**config.mk**
```make
export PLATFORM = sky130hd
export DESIGN_NAME = serial_frame_parser_top
export DESIGN_NICKNAME = d
export VERILOG_FILES = /design/src/rtl/core/sfp_pkg.sv /design/src/rtl/core/sfp_cfg_regs.sv /design/src/rtl/core/sfp_parser.sv /design/src/rtl/core/serial_frame_parser_top.sv
export SDC_FILE = /design/constraint.sdc
export NUM_CORES = 1
export LEC_CHECK = 0
export BUFFER_PORTS_ARGS = -buffer_cell sky130_fd_sc_hd__buf_4
export CORE_ASPECT_RATIO = 1.25
export CORE_MARGIN = 2
export CORE_UTILIZATION = 30
export CTS_CLUSTER_SIZE = 24
export DETAILED_ROUTE_END_ITERATION = 10
export PLACE_DENSITY_LB_ADDON = 0.1
export SLEW_MARGIN = 20
export SYNTH_ARGS = -nofsm -noshare
export SYNTH_HDL_FRONTEND = slang
export SYNTH_SLANG_ARGS = --single-unit
```
**constraint.sdc**
```tcl
create_clock -name clk -period 5.7 [get_ports clk]
set_input_delay 1.425 -clock clk [delete_from_list [all_inputs] [get_ports clk]]
set_output_delay 1.425 -clock clk [all_outputs]
set_load 0.01 [all_outputs]
```
**src/rtl/core/sfp_pkg.sv**
```systemverilog
`default_nettype none
package sfp_pkg;

    localparam int HEAD_BYTES = 6;
    localparam int ID_ENTRIES = 5;

    localparam logic [7:0] SOF_FIRST    = 8'h5A;
    localparam logic [7:0] SOF_SECOND   = 8'hA5;
    localparam logic [7:0] TYPE_CONTROL = 8'h55;
    localparam logic [7:0] TYPE_STATUS  = 8'hAA;
    localparam logic [7:0] FIXED_LEN    = 8'd4;

    typedef struct packed {
        logic                            checksum_mode;
        logic [ID_ENTRIES-1:0][7:0]      id_table;
        logic [ID_ENTRIES-1:0]           id_enable_mask;
    } cfg_t;

    typedef struct packed {
        logic                            frame_class;
        logic [7:0]                      frame_ident;
        logic [HEAD_BYTES-1:0][7:0]      payload_head;
        logic [7:0]                      sequence_count;
        logic [7:0]                      received_sum;
        logic                            sum_ok;
        logic [7:0]                      payload_length;
    } result_t;

    function automatic logic [7:0] fold_byte(input logic [7:0] sum, input logic [7:0] b,
                                             input logic mode);
        if (mode)
        begin
            return sum ^ b;
        end
        return sum + b;
    endfunction

endpackage
`default_nettype wire

```
**src/rtl/core/sfp_cfg_regs.sv**
```systemverilog
`default_nettype none
module sfp_cfg_regs (
    input  wire logic               clk,
    input  wire logic               rst_n,
    input  wire logic               psel,
    input  wire logic               penable,
    input  wire logic               pwrite,
    input  wire logic [4:0]         paddr,
    input  wire logic [31:0]        pwdata,
    output logic      [31:0]        prdata,
    output logic                    pready,
    output sfp_pkg::cfg_t           cfg
);
    import sfp_pkg::*;

    localparam logic [2:0] REG_MODE = 3'd0;
    localparam logic [2:0] REG_ID_A = 3'd1;
    localparam logic [2:0] REG_ID_B = 3'd2;
    localparam logic [2:0] REG_ID_C = 3'd3;
    localparam logic [2:0] REG_ID_D = 3'd4;
    localparam logic [2:0] REG_ID_E = 3'd5;
    localparam logic [2:0] REG_MASK = 3'd6;

    cfg_t       cfg_reg;
    cfg_t       cfg_next;
    logic       wr_en;
    logic [2:0] reg_idx;

    assign pready  = 1'b1;
    assign wr_en   = psel && penable && pwrite;
    assign reg_idx = paddr[4:2];
    assign cfg     = cfg_reg;

    always_comb
    begin
        cfg_next = cfg_reg;
        if (wr_en)
        begin
            case (reg_idx)
                REG_MODE: cfg_next.checksum_mode  = pwdata[0];
                REG_ID_A: cfg_next.id_table[0]    = pwdata[7:0];
                REG_ID_B: cfg_next.id_table[1]    = pwdata[7:0];
                REG_ID_C: cfg_next.id_table[2]    = pwdata[7:0];
                REG_ID_D: cfg_next.id_table[3]    = pwdata[7:0];
                REG_ID_E: cfg_next.id_table[4]    = pwdata[7:0];
                REG_MASK: cfg_next.id_enable_mask = pwdata[ID_ENTRIES-1:0];
                default:  cfg_next = cfg_reg;
            endcase
        end
    end

    always_ff @(posedge clk or negedge rst_n)
    begin
        if (!rst_n)
        begin
            cfg_reg <= '0;
        end
        else
        begin
            cfg_reg <= cfg_next;
        end
    end

    always_comb
    begin
        case (reg_idx)
            REG_MODE: prdata = {31'd0, cfg_reg.checksum_mode};
            REG_ID_A: prdata = {24'd0, cfg_reg.id_table[0]};
            REG_ID_B: prdata = {24'd0, cfg_reg.id_table[1]};
            REG_ID_C: prdata = {24'd0, cfg_reg.id_table[2]};
            REG_ID_D: prdata = {24'd0, cfg_reg.id_table[3]};
            REG_ID_E: prdata = {24'd0, cfg_reg.id_table[4]};
            REG_MASK: prdata = {27'd0, cfg_reg.id_enable_mask};
            default:  prdata = 32'd0;
        endcase
    end

endmodule
`default_nettype wire

```
**src/rtl/core/sfp_parser.sv**
```systemverilog
`default_nettype none
module sfp_parser #(
    parameter int MAX_PAYLOAD = 16
) (
    input  wire logic               clk,
    input  wire logic               rst_n,
    input  wire logic               byte_fire,
    input  wire logic [7:0]         rx_byte,
    input  wire sfp_pkg::cfg_t      cfg,
    output logic                    at_checksum,
    output logic                    res_fire,
    output sfp_pkg::result_t        res
);
    import sfp_pkg::*;

    localparam int         IDX_W   = $clog2(MAX_PAYLOAD + 1);
    localparam logic [8:0] LEN_MAX = 9'(MAX_PAYLOAD + 4);

    localparam logic [2:0] PH_HUNT1   = 3'd0;
    localparam logic [2:0] PH_HUNT2   = 3'd1;
    localparam logic [2:0] PH_LEN     = 3'd2;
    localparam logic [2:0] PH_TYPE    = 3'd3;
    localparam logic [2:0] PH_ID      = 3'd4;
    localparam logic [2:0] PH_PAYLOAD = 3'd5;
    localparam logic [2:0] PH_COUNT   = 3'd6;
    localparam logic [2:0] PH_CSUM    = 3'd7;

    logic [2:0]                 phase_reg,  phase_next;
    logic [7:0]                 length_reg, length_next;
    logic                       class_reg,  class_next;
    logic [7:0]                 ident_reg,  ident_next;
    logic [IDX_W-1:0]           idx_reg,    idx_next;
    logic [7:0]                 sum_reg,    sum_next;
    logic [HEAD_BYTES-1:0][7:0] head_reg,   head_next;
    logic [7:0]                 count_reg,  count_next;

    logic [7:0]       sum_fold;
    logic             id_hit;
    logic [IDX_W-1:0] idx_inc;
    logic [7:0]       plen;

    assign sum_fold    = fold_byte(sum_reg, rx_byte, cfg.checksum_mode);
    assign idx_inc     = idx_reg + 1'b1;
    assign plen        = length_reg - FIXED_LEN;
    assign at_checksum = (phase_reg == PH_CSUM);
    assign res_fire    = byte_fire && at_checksum;

    always_comb
    begin
        id_hit = 1'b0;
        for (int i = 0; i < ID_ENTRIES; i++)
        begin
            if (cfg.id_enable_mask[i] && cfg.id_table[i] == rx_byte)
            begin
                id_hit = 1'b1;
            end
        end
    end

    always_comb
    begin
        phase_next  = phase_reg;
        length_next = length_reg;
        class_next  = class_reg;
        ident_next  = ident_reg;
        idx_next    = idx_reg;
        sum_next    = sum_reg;
        head_next   = head_reg;
        count_next  = count_reg;
        if (byte_fire)
        begin
            case (phase_reg)
                PH_HUNT1:
                begin
                    if (rx_byte == SOF_FIRST)
                    begin
                        length_next = '0;
                        class_next  = 1'b0;
                        ident_next  = '0;
                        idx_next    = '0;
                        count_next  = '0;
                        head_next   = '0;
                        sum_next    = fold_byte(8'd0, rx_byte, cfg.checksum_mode);
                        phase_next  = PH_HUNT2;
                    end
                end
                PH_HUNT2:
                begin
                    if (rx_byte == SOF_SECOND)
                    begin
                        sum_next   = sum_fold;
                        phase_next = PH_LEN;
                    end
                    else
                    begin
                        phase_next = PH_HUNT1;
                    end
                end
                PH_LEN:
                begin
                    length_next = rx_byte;
                    if (rx_byte < FIXED_LEN || {1'b0, rx_byte} > LEN_MAX)
                    begin
                        phase_next = PH_HUNT1;
                    end
                    else
                    begin
                        sum_next   = sum_fold;
                        phase_next = PH_TYPE;
                    end
                end
                PH_TYPE:
                begin
                    if (rx_byte == TYPE_CONTROL || rx_byte == TYPE_STATUS)
                    begin
                        class_next = (rx_byte == TYPE_CONTROL);
                        sum_next   = sum_fold;
                        phase_next = PH_ID;
                    end
                    else
                    begin
                        phase_next = PH_HUNT1;
                    end
                end
                PH_ID:
                begin
                    if (id_hit)
                    begin
                        ident_next = rx_byte;
                        sum_next   = sum_fold;
                        phase_next = (length_reg == FIXED_LEN) ? PH_COUNT : PH_PAYLOAD;
                    end
                    else
                    begin
                        phase_next = PH_HUNT1;
                    end
                end
                PH_PAYLOAD:
                begin
                    for (int k = 0; k < HEAD_BYTES; k++)
                    begin
                        if (idx_reg == IDX_W'(k))
                        begin
                            head_next[k] = rx_byte;
                        end
                    end
                    idx_next = idx_inc;
                    sum_next = sum_fold;
                    if (8'(idx_inc) >= plen)
                    begin
                        phase_next = PH_COUNT;
                    end
                end
                PH_COUNT:
                begin
                    count_next = rx_byte;
                    sum_next   = sum_fold;
                    phase_next = PH_CSUM;
                end
                default:
                begin
                    phase_next = PH_HUNT1;
                end
            endcase
        end
    end

    always_ff @(posedge clk or negedge rst_n)
    begin
        if (!rst_n)
        begin
            phase_reg  <= PH_HUNT1;
            length_reg <= '0;
            class_reg  <= 1'b0;
            ident_reg  <= '0;
            idx_reg    <= '0;
            sum_reg    <= '0;
            head_reg   <= '0;
            count_reg  <= '0;
        end
        else
        begin
            phase_reg  <= phase_next;
            length_reg <= length_next;
            class_reg  <= class_next;
            ident_reg  <= ident_next;
            idx_reg    <= idx_next;
            sum_reg    <= sum_next;
            head_reg   <= head_next;
            count_reg  <= count_next;
        end
    end

    // result is formed from the checksum byte plus the frame state
    always_comb
    begin
        res.frame_class    = class_reg;
        res.frame_ident    = ident_reg;
        res.payload_head   = head_reg;
        res.sequence_count = count_reg;
        res.received_sum   = rx_byte;
        res.sum_ok         = (rx_byte == sum_reg);
        res.payload_length = plen;
    end

`ifndef SYNTHESIS
    a_start_hunt2: assert property (@(posedge clk) disable iff (!rst_n)
        (byte_fire && phase_reg == PH_HUNT1 && rx_byte == SOF_FIRST) |=> phase_reg == PH_HUNT2)
        else $error("first start byte did not advance to second start byte");

    a_idx_bound: assert property (@(posedge clk) disable iff (!rst_n)
        (phase_reg == PH_PAYLOAD) |-> (8'(idx_reg) < plen))
        else $error("payload index ran past frame length");

    a_csum_return: assert property (@(posedge clk) disable iff (!rst_n)
        res_fire |=> phase_reg == PH_HUNT1)
        else $error("parser did not return to hunt after checksum byte");

    a_len_range: assert property (@(posedge clk) disable iff (!rst_n)
        (phase_reg == PH_TYPE || phase_reg == PH_ID) |->
            (length_reg >= FIXED_LEN && {1'b0, length_reg} <= LEN_MAX))
        else $error("frame with illegal length kept in progress");
`endif

endmodule
`default_nettype wire

```
**src/rtl/core/serial_frame_parser_top.sv**
```systemverilog
`default_nettype none
// Serial frame parser. Takes one received byte per rx transaction and hunts for frames of the
// form 5A A5, length, type (55 control / AA status), id, payload, count, checksum. The id must
// hit an enabled entry of the five-entry id table; the running 8-bit checksum (sum, or XOR when
// checksum_mode is set) covers every byte before the checksum. Each checksum byte yields one
// result transaction carrying the first six payload bytes and sum_ok. One byte is taken per
// clock: the parser state updates in the cycle of the rx transaction and the result lands in a
// single output register the next cycle. Only a checksum byte waits on a full output register;
// every other byte is accepted while a result is still pending. Config registers sit at byte
// address 4*i on the APB port and should be written while no frame is in flight.
module serial_frame_parser_top #(
    parameter int MAX_PAYLOAD = 16
) (
    input  wire logic         clk,
    input  wire logic         rst_n,
    input  wire logic         psel,
    input  wire logic         penable,
    input  wire logic         pwrite,
    input  wire logic [4:0]   paddr,
    input  wire logic [31:0]  pwdata,
    output logic      [31:0]  prdata,
    output logic              pready,
    input  wire logic         rx_valid,
    output logic              rx_ready,
    input  wire logic [7:0]   rx_byte,
    output logic              res_valid,
    input  wire logic         res_ready,
    output logic              frame_class,
    output logic      [7:0]   frame_ident,
    output logic      [7:0]   payload_b0,
    output logic      [7:0]   payload_b1,
    output logic      [7:0]   payload_b2,
    output logic      [7:0]   payload_b3,
    output logic      [7:0]   payload_b4,
    output logic      [7:0]   payload_b5,
    output logic      [7:0]   sequence_count,
    output logic      [7:0]   received_sum,
    output logic              sum_ok,
    output logic      [7:0]   payload_length
);
    import sfp_pkg::*;

    cfg_t    cfg;
    result_t res;
    result_t out_reg;
    logic    out_valid_reg, out_valid_next;
    logic    at_checksum;
    logic    byte_fire;
    logic    res_fire;
    logic    out_free;

    sfp_cfg_regs u_cfg (
        .clk     (clk),
        .rst_n   (rst_n),
        .psel    (psel),
        .penable (penable),
        .pwrite  (pwrite),
        .paddr   (paddr),
        .pwdata  (pwdata),
        .prdata  (prdata),
        .pready  (pready),
        .cfg     (cfg)
    );

    sfp_parser #(
        .MAX_PAYLOAD (MAX_PAYLOAD)
    ) u_parser (
        .clk         (clk),
        .rst_n       (rst_n),
        .byte_fire   (byte_fire),
        .rx_byte     (rx_byte),
        .cfg         (cfg),
        .at_checksum (at_checksum),
        .res_fire    (res_fire),
        .res         (res)
    );

    assign out_free  = !out_valid_reg || res_ready;
    assign rx_ready  = out_free || !at_checksum;
    assign byte_fire = rx_valid && rx_ready;

    always_comb
    begin
        out_valid_next = out_valid_reg;
        if (res_fire)
        begin
            out_valid_next = 1'b1;
        end
        else if (res_ready)
        begin
            out_valid_next = 1'b0;
        end
    end

    always_ff @(posedge clk or negedge rst_n)
    begin
        if (!rst_n)
        begin
            out_valid_reg <= 1'b0;
        end
        else
        begin
            out_valid_reg <= out_valid_next;
        end
    end

    always_ff @(posedge clk)
    begin
        if (res_fire)
        begin
            out_reg <= res;
        end
    end

    assign res_valid      = out_valid_reg;
    assign frame_class    = out_reg.frame_class;
    assign frame_ident    = out_reg.frame_ident;
    assign payload_b0     = out_reg.payload_head[0];
    assign payload_b1     = out_reg.payload_head[1];
    assign payload_b2     = out_reg.payload_head[2];
    assign payload_b3     = out_reg.payload_head[3];
    assign payload_b4     = out_reg.payload_head[4];
    assign payload_b5     = out_reg.payload_head[5];
    assign sequence_count = out_reg.sequence_count;
    assign received_sum   = out_reg.received_sum;
    assign sum_ok         = out_reg.sum_ok;
    assign payload_length = out_reg.payload_length;

`ifndef SYNTHESIS
    a_no_overwrite: assert property (@(posedge clk) disable iff (!rst_n)
        (out_valid_reg && !res_ready) |-> !res_fire)
        else $error("pending result overwritten by new frame");

    a_fire_sets_valid: assert property (@(posedge clk) disable iff (!rst_n)
        res_fire |=> out_valid_reg)
        else $error("completed frame did not raise res_valid");

    a_stall_cause: assert property (@(posedge clk) disable iff (!rst_n)
        !rx_ready |-> (at_checksum && out_valid_reg && !res_ready))
        else $error("rx stalled without a blocked checksum byte");
`endif

endmodule
`default_nettype wire
```
-- Word level (Yosys, flattened, before mapping)
Index checks and enable logic that the tools add are counted.
- flip-flop bits (word level): 218
- input bits: 52
- output and inout port bits: 117
- logic and storage cells: 175
- add/sub/neg operators: 3
- order comparisons: 3
- equal/unequal tests: 41
- multiplexer cells: 48
- bitwise operators: 1
- reductions and logical operators: 46
- operators by type and width (kind ; number):
    $mux 8 ; 17
    $pmux 48 s2 ; 1
    $pmux 8 s7 ; 1
    $eq 8x8->1 ; 6
    $mux 48 ; 1
    $pmux 8 s2 ; 3
    $pmux 8 s6 ; 1
    $reduce_and 4->1 ; 8
    $ne 2x1->1 const B ; 11
    $eq 3x3->1 const B ; 7
    $pmux 3 s7 ; 1
    $eq 8x7->1 const B ; 2
    $eq 8x8->1 const B ; 2
    $reduce_and 2->1 ; 7
    $mux 1 ; 13
    $eq 3x2->1 const B ; 4
    $mux 3 ; 4
    $reduce_and 3->1 ; 4
    $reduce_bool 2->1 ; 6
    $eq 5x2->1 const B ; 2
    $eq 5x3->1 const B ; 2
    $pmux 5 s2 ; 1
    $logic_and 1x1->1 ; 9
    $add 8x8->8 ; 1
    other kinds (20) ; 28

-- Depth between registers and ports, before layout
- depth in word-level cells: 9
- gate-level depth with buffers: 10

-- By module
Synthesis repeated with hierarchy kept, for this count alone.
- cell total of the unflattened synthesis: 774
- area total of the unflattened synthesis: 10148.5 um^2
- modules (own cells, without submodules) (module ; times used ; cells an instance ; area an instance (um^2) ; sequential area each (um^2)):
    sfp_parser ; 1 ; 502 ; 5231.3 ; 2227.1
    serial_frame_parser_top ; 1 ; 87 ; 2526.2 ; 2487.4
    sfp_cfg_regs ; 1 ; 185 ; 2391.0 ; 1151.1

-- Worst setup path after synthesis
Ideal clock, no wire load.
- kind: input to register
- from: in res_ready
- to: reg out_reg (netlist bit frame_class), enable pin
- library setup time: 0.523 ns
- arrival time: 5.144 ns
- data required time: 5.177 ns
- slack: 0.033 ns
- stages: 3
- buffers on the path: 0
- cell sequence: or3_1 > nand2_1 > nor2_1
- word-level cells in the longest chain between the ends: 4
- RTL lines (what ; RTL line ; source):
    start: declaration ; serial_frame_parser_top.sv:27 ; input wire logic res_ready,
    $logic_or 1x1->1 ; serial_frame_parser_top.sv:78 ; assign out_free = !out_valid_reg || res_ready;
    $logic_or 1x1->1 ; serial_frame_parser_top.sv:79 ; assign rx_ready = out_free || !at_checksum;
    $logic_and 1x1->1 ; serial_frame_parser_top.sv:80 ; assign byte_fire = rx_valid && rx_ready;
    $logic_and 1x1->1 ; sfp_parser.sv:46 ; assign res_fire = byte_fire && at_checksum;
    end signal: assignment ; serial_frame_parser_top.sv:111 ; out_reg <= res;
    end: declaration ; serial_frame_parser_top.sv:45 ; result_t out_reg;
Every way passes these cells.
A chain may end at the register's enable or synchronous reset.

-- Final worst setup path
- from: in paddr[2]
- to: out prdata[2]
- word-level cells in the longest chain between the ends: 2
- elaborated cells between the ends (all ways): 8
- classes of those cells: eq/ne: 6; mux: 1; reduce/logical: 1
- RTL lines (what ; RTL line ; source):
    start: declaration ; serial_frame_parser_top.sv:19 ; input wire logic [4:0] paddr,
    $eq 3x3->1 (tied with other cells) ; sfp_cfg_regs.sv:66 ; case (reg_idx)
    $pmux 8 s7 (*) ; sfp_cfg_regs.sv:66 ;
    end: declaration ; serial_frame_parser_top.sv:21 ; output logic [31:0] prdata,
Every way passes the cells marked *; elsewhere a longest branch is shown, timed or not.

==> impl_metrics.yaml <==
run_status:
  status: "finished, final reports clean"
power_and_ir_drop:
  ir_drop_mv: 0.188
  p_leak_nw: 4.97
  p_per_area_mw_per_mm2: 377
logic_synthesis:
  synth_top_cell_area_share_pct: 34.4
  syn_inst: 747
  ys.warnings.count: 0
  synth-seq-cells: 218
  synthTopCellsByArea: "dfrtp_1 34%, edfxtp_1 25%, mux2_2 12%"
  avgSynthCellArea_um2: 13.2
  synth_top_area_cell: "dfrtp_1"
  seq_area_frac_synth_pct: 59.4
  netlist_area_mm2: 0.00988
  ys_types: 56
  synthArstFlopShare_pct: 62.4
  synth_ff_type: "dfrtp_1"
  synth_edf_count: 82
setup_path:
  cp.required_ns: 4.28
  critPathArrivalTime_ns: 2.85
  path_max_fanout: 20
  cp-start-kind: "input pin"
  cp-startpoint: "paddr[2]"
  critPathCaptureType: "output port"
  worstSetupPathType: "input pin to output port"
  timing.rr.start: "u_parser.phase_reg[2]$_DFFE_PN0P_"
drt:
  viasPerCell: 4.74
  antenna_left: 0
  drt_iter0_markers: 336
  num_vias: 6144
  wl_per_cell_um: 19.2
  routed_wl_mm: 24.9
  drc: 0
  dr.pass1.iters: 4
cells_and_area:
  nets: 932
  fin_util_pct: 36.8
  syn_to_final_growth_pct: 21.5
  fin_area_mm2: 0.0120
  nFillCells: 3185
  n_antenna_cell: 0
  layout-drive-gt1-share_pct: 31.1
  largest_reg_flops: 48
grt:
  grt_overflow: 0
  grt_util_all_layers_pct: 14.3
  grt_max_degree: 121
  antenna_found_initial: 0
  grt_pass1_vias: 6166
  grt_pass1_wl_mm: 38.2
cts:
  cts-root-buf: "clkbuf_16"
  numCtsBuffers: 24
  post_cts_buffers: 0
  cts_tree: "yes"
  ctsHoldBuffers: 0
  clock_sinks: 218
  insertion_delay_ns: 0.53
  clockBufferDepth: 3
  htree_num_levels: 1
  clkTransAtPathRegs_ns: 0.06
  cts_resized: 0
sta:
  finalSetupViolCount: 0
  finalHoldViolCount: 0
  max_slew_margin_pct: 25.8
  tns_ns: 0
  hold_slack_ns: 0.442
  skew_ns: 0.0115
  layout_setup_ws_ns: 1.42
  rsz0062_at_grt: "no"
  period_share_pct: 75.1
  timing.fmax_mhz: 234
  fin_crit_ns: 4.28
  tightest_slew_ns: 1.11
  slew_viol_final: 0
hold_path:
  hp-start: "u_parser.res[51]$_DFFE_PN0P_"
  hold_path_class: "flop to flop"
floorplanning:
  core_mm2: 0.0326
  die_h_um: 207
  row_count: 74
  start_util_pct: 30.3
  die_w_um: 166
  die_area_mm2: 0.0344
  io_pins: 169
place:
  portBuffers: 117
  pre_cts_ws_ns: 1.40
  dp_hpwl_mm: 16.6
  placed_cell_area_mm2: 0.0111
  gp_congestion: 0.765
flow_run:
  drv_cap: 0
==> path summary, 6_finish.rpt <==
path | to | slack [ns] | cells after the start
max | prdata[2] | 1.42 | 5
min | payload_b3[2]$_DFFE_PP_ | 0.44 | 0
max reg2reg | u_parser.sum_reg[4]$_DFFE_PN0P_ | 2.61 | 6
min reg2reg | payload_b3[2]$_DFFE_PP_ | 0.44 | 0
max in group asynchronous | u_parser.res[49]$_DFFE_PN0P_ | 3.99 | 2
min in group asynchronous | u_cfg.cfg[28]$_DFFE_PN0P_ | 0.72 | 1
==> routing by layer <==
layer	share of wire (%)	wire [um]	track usage (%)
met5	0	0	0
met4	2.1	520	4.22
met3	5.2	1290	2.50
met2	49	12100	24.3
met1	44	11000	18.9
==> stage by stage <==
step	instances	total power [W]
final	1297	0.00452
after global routing	1297	0.00476
after CTS	1297	0.00459
after detailed placement	1253	0.00277
after global placement	1253	0.00276
after floorplan	770	0.00253
==> power by group <==
group	internal (W)	total [W]	leakage [nW]	switching (W)
logic	0.000378	0.000805	2.02	0.000426
clock network	0.00113	0.00179	0.439	0.000657
registers	0.00177	0.00193	2.51	0.000155
==> final cells by class <==
type	count	area (um2)	area share, %
Sequential cell	218	5870	48.9
Multi-Input combinational cell	481	3720	31.0
Timing Repair Buffer	121	937	7.81
Clock buffer	32	662	5.51
Tap cell	418	523	4.36
Clock inverter	12	241	2.01
Inverter	15	56.3	0.469
==> cell usage after synthesis (all sizes together), types with 17 or more instances <==
library cell / instances
a21oi: 28
a22o: 20
buf: 40
dfrtp: 136
edfxtp: 82
ha: 18
mux2: 106
nand2: 48
nand4: 18
nor2: 32
o21ai: 17
xnor2: 46
==> cell usage in the layout (no fill, tap or decap), types with 6 or more instances in the layout <==
cell | netlist | layout
clkbuf_16 | 0 | 25
xor2_1 | 9 | 9
nor2b_1 | 8 | 8
clkbuf_1 | 16 | 6
ha_1 | 18 | 18
nand4_1 | 18 | 18
a21oi_1 | 22 | 22
a22o_1 | 20 | 20
nand3_1 | 8 | 8
mux2_2 | 103 | 103
xnor2_1 | 46 | 46
conb_1 | 2 | 25
nand2b_1 | 6 | 6
bufinv_16 | 0 | 7
edfxtp_1 | 82 | 82
o21ai_0 | 17 | 17
and2_1 | 8 | 8
nor2_1 | 32 | 31
nor3_1 | 13 | 13
inv_1 | 13 | 13
buf_4 | 28 | 118
nand2_1 | 47 | 47
o211ai_1 | 11 | 11
dfrtp_1 | 136 | 136
mux2i_1 | 10 | 10
==> critical path, stage by stage <==
cell and delay [ns]:
buf_4 0.29, nor2b_1 0.56, a221oi_1 0.19, a21oi_1 0.22, buf_4 0.16
==> cells by family after synthesis <==
logic type / count (synthesis) / share of synthesized area (%)
xor+xnor: 55 / 4.88
fa+ha+maj: 19 / 2.48
other cells: 2 / 0.0760
buf+inv: 71 / 3.95
flops: 218 / 59.4
compound gates: 107 / 8.08
simple gates: 159 / 8.08
mux: 116 / 13.1
No activity file was read; power rests on OpenSTA's default activity.
